===== src/fpa_pkg.sv =====
// Shared types and constants for the fixed-point atan2 core.
package fpa_pkg;
  localparam int unsigned QW = 16;
  localparam int unsigned RW = 17;
  localparam int unsigned DEN_W = 17;
  localparam logic signed [15:0] OFFSET_POS = 16'sd1608;
  localparam logic signed [15:0] OFFSET_NEG = 16'sd4824;
  localparam logic signed [7:0] COEF_LIN = -8'sd63;
  localparam logic signed [7:0] COEF_CUB = 8'sd13;

  typedef struct packed {
    logic        last;
    logic        zero;
    logic        x_neg;
    logic        y_neg;
    logic        q_neg;
  } fpa_ctl_t;

  // one restoring-division cell's payload
  typedef struct packed {
    fpa_ctl_t    ctl;
    logic [DEN_W-1:0] den;
    logic [DEN_W:0]   rem;
    logic [31:0]      num;
    logic [15:0]      quo;
  } fpa_div_t;
endpackage


===== src/fixed_point_atan2_core.sv =====
// Fixed-point atan2 core: pipelined divider chain and cubic polynomial.
// One sample is accepted every cycle while the pipe advances; each sample passes through the front
// register, 32 division cells, 4 polynomial stages and the output register. The pipe
// advances whenever the output register is free or being emptied; a stalled output stalls
// the whole chain.
module fixed_point_atan2_core import fpa_pkg::*; (
  input  logic               clk,
  input  logic               rst,
  input  logic               valid_in,
  output logic               ready_in,
  input  logic signed [15:0] y_in,
  input  logic signed [15:0] x_in,
  input  logic               last_in,
  output logic               valid_out,
  input  logic               ready_out,
  output logic signed [15:0] angle,
  output logic               last_out
);
  localparam int unsigned NCELL = 32;
  localparam int unsigned NST = NCELL + 6;

  logic              en;
  logic [NST-1:0]    vld;
  fpa_div_t          front;
  fpa_div_t          chain [NCELL+1];

  assign en = !valid_out || ready_out;
  assign ready_in = en;

  always_ff @(posedge clk) begin
    if (rst) vld <= '0;
    else if (en) vld <= {vld[NST-2:0], valid_in};
  end
  assign valid_out = vld[NST-1];

  // front: magnitude, numerator and divisor
  logic [15:0] ay;
  logic signed [17:0] nn;
  logic [16:0] dd;
  always_comb begin
    if (y_in == -16'sd32768) ay = 16'd32767;
    else ay = y_in[15] ? 16'(-y_in) : 16'(y_in);
    if (!x_in[15]) begin
      nn = 18'(x_in) - 18'(signed'({1'b0, ay}));
      dd = 17'(signed'(x_in)) + {1'b0, ay};
    end else begin
      nn = 18'(x_in) + 18'(signed'({1'b0, ay}));
      dd = {1'b0, ay} - 17'(signed'(x_in));
    end
  end

  logic [17:0] nmag;
  always_comb nmag = nn[17] ? 18'(-nn) : 18'(nn);

  always_ff @(posedge clk) begin
    if (en) begin
      front.ctl <= '{last: last_in, zero: (dd == '0), x_neg: x_in[15],
                     y_neg: y_in[15], q_neg: nn[17]};
      front.den <= dd;
      front.rem <= '0;
      front.num <= {nmag[16:0], 15'd0};
      front.quo <= '0;
    end
  end

  assign chain[0] = front;

  for (genvar i = 0; i < NCELL; i++) begin : g_div
    fpa_div_cell u_cell (.clk(clk), .en(en), .d(chain[i]), .q(chain[i+1]));
  end

  // |ratio| <= 32768, which fits the low 16 quotient bits
  fpa_ctl_t c1, c2, c3, c4;
  logic signed [RW-1:0] r1, r2;
  logic signed [33:0]   sq;
  logic signed [33:0]   cu;
  logic signed [23:0]   lin, lin3;
  logic signed [24:0]   cub;
  logic [RW-1:0] rabs;

  always_comb begin
    rabs = {1'b0, chain[NCELL].quo};
  end

  always_ff @(posedge clk) begin
    if (en) begin
      c1 <= chain[NCELL].ctl;
      r1 <= chain[NCELL].ctl.q_neg ? -$signed(rabs) : $signed(rabs);
      c2 <= c1; r2 <= r1;
      sq <= 34'(r1) * 34'(r1);
      c3 <= c2;
      cu <= 34'(sq >>> 15) * 34'(r2);
      lin <= 24'(r2) * 24'(COEF_LIN);
      c4 <= c3;
      cub <= 25'(cu >>> 15) * 25'(COEF_CUB);
      lin3 <= lin;
    end
  end

  logic signed [25:0] sum;
  logic signed [15:0] p, a;
  always_comb begin
    sum = 26'(cub) + 26'(lin3);
    if ((sum >>> 10) > 26'sd32767) p = 16'sd32767;
    else if ((sum >>> 10) < -26'sd32768) p = -16'sd32768;
    else p = 16'(sum >>> 10);
    a = p + (c4.x_neg ? OFFSET_NEG : OFFSET_POS);
  end

  always_ff @(posedge clk) begin
    if (en) begin
      angle <= c4.zero ? 16'sd0 : (c4.y_neg ? -a : a);
      last_out <= c4.last;
    end
  end

  assert property (@(posedge clk) disable iff (rst) valid_out && !ready_out |=> valid_out)
    else $error("result dropped");
  assert property (@(posedge clk) disable iff (rst) !ready_out && valid_out |-> !ready_in)
    else $error("input taken while chain stalled");
  assert property (@(posedge clk) disable iff (rst) valid_out && !ready_out |=> $stable(angle))
    else $error("angle changed while stalled");
endmodule


===== src/fpa_div_cell.sv =====
// One pipelined restoring-division cell: produces one quotient bit.
module fpa_div_cell import fpa_pkg::*; (
  input  logic     clk,
  input  logic     en,
  input  fpa_div_t d,
  output fpa_div_t q
);
  logic [DEN_W:0] shifted;
  logic [DEN_W:0] diff;
  logic           take;

  always_comb begin
    shifted = {d.rem[DEN_W-1:0], d.num[31]};
    diff    = shifted - {1'b0, d.den};
    take    = !diff[DEN_W];
  end

  always_ff @(posedge clk) begin
    if (en) begin
      q.ctl <= d.ctl;
      q.den <= d.den;
      q.rem <= take ? diff : shifted;
      q.num <= {d.num[30:0], 1'b0};
      q.quo <= {d.quo[14:0], take};
    end
  end
endmodule

===== config.mk =====
export PLATFORM = sky130hd
export DESIGN_NAME = fixed_point_atan2_core
export DESIGN_NICKNAME = d
export VERILOG_FILES = /design/src/fpa_pkg.sv /design/src/fixed_point_atan2_core.sv /design/src/fpa_div_cell.sv
export SDC_FILE = /design/constraint.sdc
export NUM_CORES = 2
export LEC_CHECK = 0
export BUFFER_PORTS_ARGS = -buffer_cell sky130_fd_sc_hd__buf_2
export CAP_MARGIN = 10
export CORE_ASPECT_RATIO = 1.25
export CORE_MARGIN = 2
export CORE_UTILIZATION = 56
export DETAILED_ROUTE_END_ITERATION = 8
export PLACE_DENSITY_LB_ADDON = 0.15
export SLEW_MARGIN = 20
export SYNTH_ARGS = -nofsm -noshare
export SYNTH_HDL_FRONTEND = slang
export SYNTH_SLANG_ARGS = --single-unit

===== constraint.sdc =====
create_clock -name clk -period 56 [get_ports clk]
set_input_delay 2.8 -clock clk [delete_from_list [all_inputs] [get_ports clk]]
set_output_delay 2.8 -clock clk [all_outputs]
set_load 0.01 [all_outputs]

* Word level (Yosys, flattened, before mapping)
Index checks and enable logic that the tools add are counted.
** Cells by class
- Add/sub/neg operators :: 42
- Multiply operators :: 4
- Div/mod/pow operators :: 0
- $lt $le $gt $ge :: 2
- Equal/unequal tests :: 1
- Shifts and indexed selects :: 0
- Muxes and demuxes :: 41
- Bitwise logic cells :: 0
- Reduce and logical (&&, ||, !) cells :: 19
** Operator list (number)
- $sub 18x17->18 :: 31
- $mux 17 :: 32
- $mux 16 :: 6
- $mul 17x17->34 :: 1
- $mul 19x17->34 :: 1
- $neg 16->16 :: 2
- $add 24x24->25 :: 1
- $mul 17x7->24 const B :: 1
- $mul 19x5->24 const B :: 1
- $add 16x17->18 :: 1
- $mux 18 :: 1
- $sub 1x17->18 :: 1
- $sub 16x17->18 :: 1
- $add 17x16->17 :: 1
- $logic_not 1->1 :: 17
- $logic_not 17->1 :: 1
- $neg 16->17 :: 1
- $neg 17->17 :: 1
- $sub 16x17->17 :: 1
- $add 16x14->16 :: 1
- $eq 16x16->1 const B :: 1
- $gt 15x16->1 const B :: 1
- $lt 15x16->1 const B :: 1
- $mux 13 :: 1
- other kinds (2) :: 2
** Word-level totals
- Bits in registers :: 1770
- Bits in latches :: 0
- Memory bits (writable) :: 0
- Bits in read-only memories :: 0
- Bits of input ports :: 37
- Output and inout port bits :: 19
- Logic and storage cells :: 412
- Memories kept :: 0

* Logic depth before layout (Yosys ltp)
- Depth in word-level cells :: 7
- Mapped depth :: 27
- Depth with buffers taken out :: 27

* Cells and area by module
Synthesis repeated with hierarchy kept, for this count alone.
** Unflattened totals
- Cell total of the unflattened synthesis :: 12237
- Area, all modules :: 160848.0 µm²
** By module, submodules not included
- fpa_div_cell :: instances 32, cells each 271, area an instance 3912.5 µm², sequential area each 2612.5 µm²
- fixed_point_atan2_core :: instances 1, cells each 3565, area an instance 35647.9 µm², sequential area each 7216.9 µm²

* Least setup slack after synthesis
Ideal clock, no wire load.
- Path type :: input -> output
- Start point :: input port ready_out
- End point :: output port ready_in
- Arrival :: 49.091 ns
- Data required time :: 53.200 ns
- Path slack :: 4.109 ns
- Stages on the path :: 3
- Buffers on the path :: 1
- Cell sequence :: nor2b_1 inv_1 clkbuf_1
** Between the ends
- Cells in the longest elaborated chain, start to end :: 1
** Ends and longest elaborated chain
- from (decl) :: line fixed_point_atan2_core.sv:15 : input logic ready_out,
- $logic_or 1x1->1 :: line fixed_point_atan2_core.sv:27 : assign en = !valid_out || ready_out;
- to (decl) :: line fixed_point_atan2_core.sv:10 : output logic ready_in,
No other way between the ends.

* Worst setup path after layout
- Start point :: input port y_in[9]
- End point :: register front (netlist bit chain[2863]) (data pin)
** Between the ends
- Cells in the longest elaborated chain, start to end :: 7
- Elaborated cells between the ends (all ways) :: 9
- Those cells by class :: add/sub (4); eq/ne (1); mux (4)
** Ends and longest elaborated chain
- from (decl) :: line fixed_point_atan2_core.sv:11 : input logic signed [15:0] y_in,
- $neg 16->16 :: line fixed_point_atan2_core.sv:42 : else ay = y_in[15] ? 16'(-y_in) : 16'(y_in);
- $mux 16 :: line fixed_point_atan2_core.sv:42
- $mux 16 (*) :: line fixed_point_atan2_core.sv:41 : if (y_in == -16'sd32768) ay = 16'd32767;
- $sub 16x17->18 or $add 16x17->18 (tied branches) :: line fixed_point_atan2_core.sv:44, fixed_point_atan2_core.sv:47
- $mux 18 (*) :: line fixed_point_atan2_core.sv:43 : if (!x_in[15]) begin
- $neg 17->17 :: line fixed_point_atan2_core.sv:53 : always_comb nmag = nn[17] ? 18'(-nn) : 18'(nn);
- $mux 17 (*) :: line fixed_point_atan2_core.sv:53
- via nmag[16] :: line fixed_point_atan2_core.sv:52 : logic [17:0] nmag;
- to (decl) :: line fixed_point_atan2_core.sv:24 : fpa_div_t front;
The timed path passes the listed nets; every way through them passes the cells marked *.
A chain may end at the register's enable or synchronous reset.

==> results.sh <==
export IMPL_status="completed"
export IMPL_grt_usage=0.208
export IMPL_mostFrequentLayoutCell="edfxtp_1"
export IMPL_start_util=0.563
export IMPL_tritoncts="built"
export IMPL_drv_cap=0
export IMPL_io_buffers=55
export IMPL_io_pins=56
export IMPL_critPathKind="in2reg"
export IMPL_synth_area_leader_cell="edfxtp_1"
export IMPL_vias_per_cell=5.44
export IMPL_first_iter_violations=3187
export IMPL_wl_met1_mm=79.3
export IMPL_synth_mux_area_frac=0.0341
export IMPL_cts_made_buffers=176
export IMPL_synthTopCellsByArea="edfxtp_1, fa_1, ha_1"
export IMPL_cp_start_kind="input port"
export IMPL_drive_above_1_share=0.0738
export IMPL_clock_skew_ns=0.0700
export IMPL_cts_resized=0
export IMPL_synth_top_family_by_area="adder cells"
export IMPL_wl_met2_mm=108
export IMPL_slew_violations=0
export IMPL_wl_per_cell_um=16.5
export IMPL_die_x_um=400
export IMPL_synth_edf_count=1702
export IMPL_end_kind="register"
export IMPL_die_area_mm2=0.199
export IMPL_finalHoldViolCount=0
export IMPL_cts_setup_buffers=0
export IMPL_rows=181
export IMPL_postPlaceCellArea_mm2=0.113
export IMPL_postLayoutCellArea_mm2=0.119
export IMPL_final_nets=11000
export IMPL_ys_warn_count=0
export IMPL_place_hpwl_mm=150
export IMPL_globalplace_congestion=0.865
export IMPL_critical_path_cell_chain="buf_2, or4_1, nor4_1, nand2b_1, and2_1, ha_1, nor2_1, a21oi_1, ha_1, a21o_1, a21oi_1, o21ai_0, a2111oi_0, nor2_1, a31oi_1, xnor2_1, nor3b_1, nand2b_1, nor3_1, a31oi_1, xor2_1"
export IMPL_routed_wl_met3_mm=6.00
export IMPL_dp_cells=11900
export IMPL_layout_common_cells="edfxtp_1, inv_1, ha_1, nand2_1, fa_1"
export IMPL_synth_cell_types=93
export IMPL_cp_max_fo=10
export IMPL_crit_path_max_incr_delay_ns=0.67
export IMPL_hp_class="reg2reg"
export IMPL_hold_ws_ns=0.374
export IMPL_fmax_mhz=124
export IMPL_firstDrtPassIters=8
export IMPL_worstMarginPinSlew_ns=1.10
export IMPL_synthSimpleGateAreaFrac=0.0914
export IMPL_relSlewSlack=0.263
export IMPL_netlist_area_mm2=0.110
export IMPL_crit_required_ns=56.55
export IMPL_yosysSeqAreaShare=0.474
export IMPL_synth_area_per_cell_um2=11.7
export IMPL_synth_top_area_share=0.467
export IMPL_insertion_delay_ns=0.81
export IMPL_synthAdderAreaFrac=0.213
export IMPL_slowest_stage="a2111oi_0"
export IMPL_ant_nets=0
export IMPL_grt_pass1_wl_mm=339
export IMPL_globalRoute_totalOverflow=0
export IMPL_setup_tns_ns=0
export IMPL_synth_ff_type="edfxtp_1"
export IMPL_core_area_mm2=0.195
export IMPL_clkTransAtPathRegs_ns=0.06
export IMPL_synth_xor_area_share=0.0489
export IMPL_period_needed_ns=8.05
export IMPL_die_h_um=498
export IMPL_async_flop_share=0
export IMPL_drc=0
export IMPL_cts_hold_buf=0
export IMPL_numClockSinks=1740
export IMPL_vias=66300
export IMPL_routed_wl_mm=201
export IMPL_critical_path_arrival_ns=8.60
export IMPL_synth_seq_cells=1740
export IMPL_syn_inst=9360
export IMPL_grt_max_degree=188
export IMPL_area_delta_synth_final_pct=8.47
export IMPL_cts_max_path_buffers=3
export IMPL_fillers=15300
export IMPL_antenna_found_initial=4
export IMPL_clk_root_buffer_cell="clkbuf_16"
export IMPL_layout_cells_non_filler=12200
export IMPL_htreeDepth=4
export IMPL_grt_pass1_vias=69700
export IMPL_post_route_period_util=0.144
export IMPL_dr_max_layer_used="met5"
export IMPL_setup_viol=0
export IMPL_rsz0062_at_grt="false"
export IMPL_synth_compound_area_frac=0.0822
## state kept, by name, indices dropped and copies added, names as in the netlist
signal / count
c4: 4
cu: 19
c2: 4
r2: 17
chain: 39
c3: 4
vld: 38
g_div.u_cell.q: 1486
lin3: 24
sq: 19
lin: 24
last_out: 1
cub: 24
r1: 17
angle: 16
c1: 4
## synthesized netlist by cell type, types with 53 or more instances
cell	number
and2_1	216
a21o_1	156
nand2_1	653
nor2_1	571
xor2_1	221
nor2b_1	109
ha_1	848
a21boi_0	85
nand3_1	78
xnor2_1	387
o21ai_0	322
inv_1	1489
edfxtp_1	1702
a31oi_1	55
mux2_2	285
mux2i_1	53
nand2b_1	134
a21oi_1	457
o21a_1	72
nor3_1	137
clkbuf_1	127
fa_1	635
## through the flow
stage               setup slack (ns)  utilization
finish                         47.95        0.611
CTS                            48.03        0.610
floorplan                       4.11            -
global placement               47.12        0.581
global route                   47.29        0.611
detailed placement             47.19        0.581
## critical path, delay by kind of cell
family                   cells  cell delay, ns
AO/OA/AOI/OAI                7            1.98
XOR/XNOR                     2            0.36
adder cells (fa/ha/maj)      2            0.61
buffers and inverters        1            0.12
AND/OR/NAND/NOR              9            2.73
## final cells by class
class | instances | area [um^2] | share of cell area
Sequential cell | 1740 | 51900 | 0.437
Timing Repair Buffer | 95 | 633 | 0.00533
Antenna cell | 2 | 5.00 | 0.0000421
Tap cell | 2562 | 3210 | 0.0270
Clock inverter | 101 | 1130 | 0.00953
Clock buffer | 214 | 4610 | 0.0388
Multi-Input combinational cell | 5977 | 51800 | 0.436
Inverter | 1489 | 5600 | 0.0471
## kinds of logic (layout without fill, tap and decap cells)
logic type / count (synthesis) / count (layout)
XOR/XNOR: 610 / 610
AND/OR/NAND/NOR: 2107 / 2107
flip-flops: 1740 / 1740
buffers and inverters: 1649 / 1899
AO/OA/AOI/OAI: 1432 / 1432
adder cells (fa/ha/maj): 1483 / 1483
multiplexers: 338 / 338
other: 1 / 9
## layer usage
metal  track usage  up-vias
met4        0.0769        6
met5             0        -
met3        0.0259      434
li1              -    32300
met2         0.389      981
met1         0.240    32600
## worst paths after layout
kind                                                          to  slack [ns]  cells past startpoint                        startpoint
worst min register to register  g_div[26].u_cell.q[84]$_DFFE_PP_        0.37                      0  g_div[25].u_cell.q[84]$_DFFE_PP_
worst min-delay path            g_div[26].u_cell.q[84]$_DFFE_PP_        0.37                      0  g_div[25].u_cell.q[84]$_DFFE_PP_
worst max-delay path                       chain[2863]$_DFFE_PP_       47.95                     21                           y_in[9]
worst max register to register                  sq[33]$_DFFE_PP_       48.06                     21              r1[16]$_SDFFCE_PN0P_
Power is left out: the tool's default activity adds up to more than one toggle a clock period on the data nets, which glitch-free logic cannot reach.
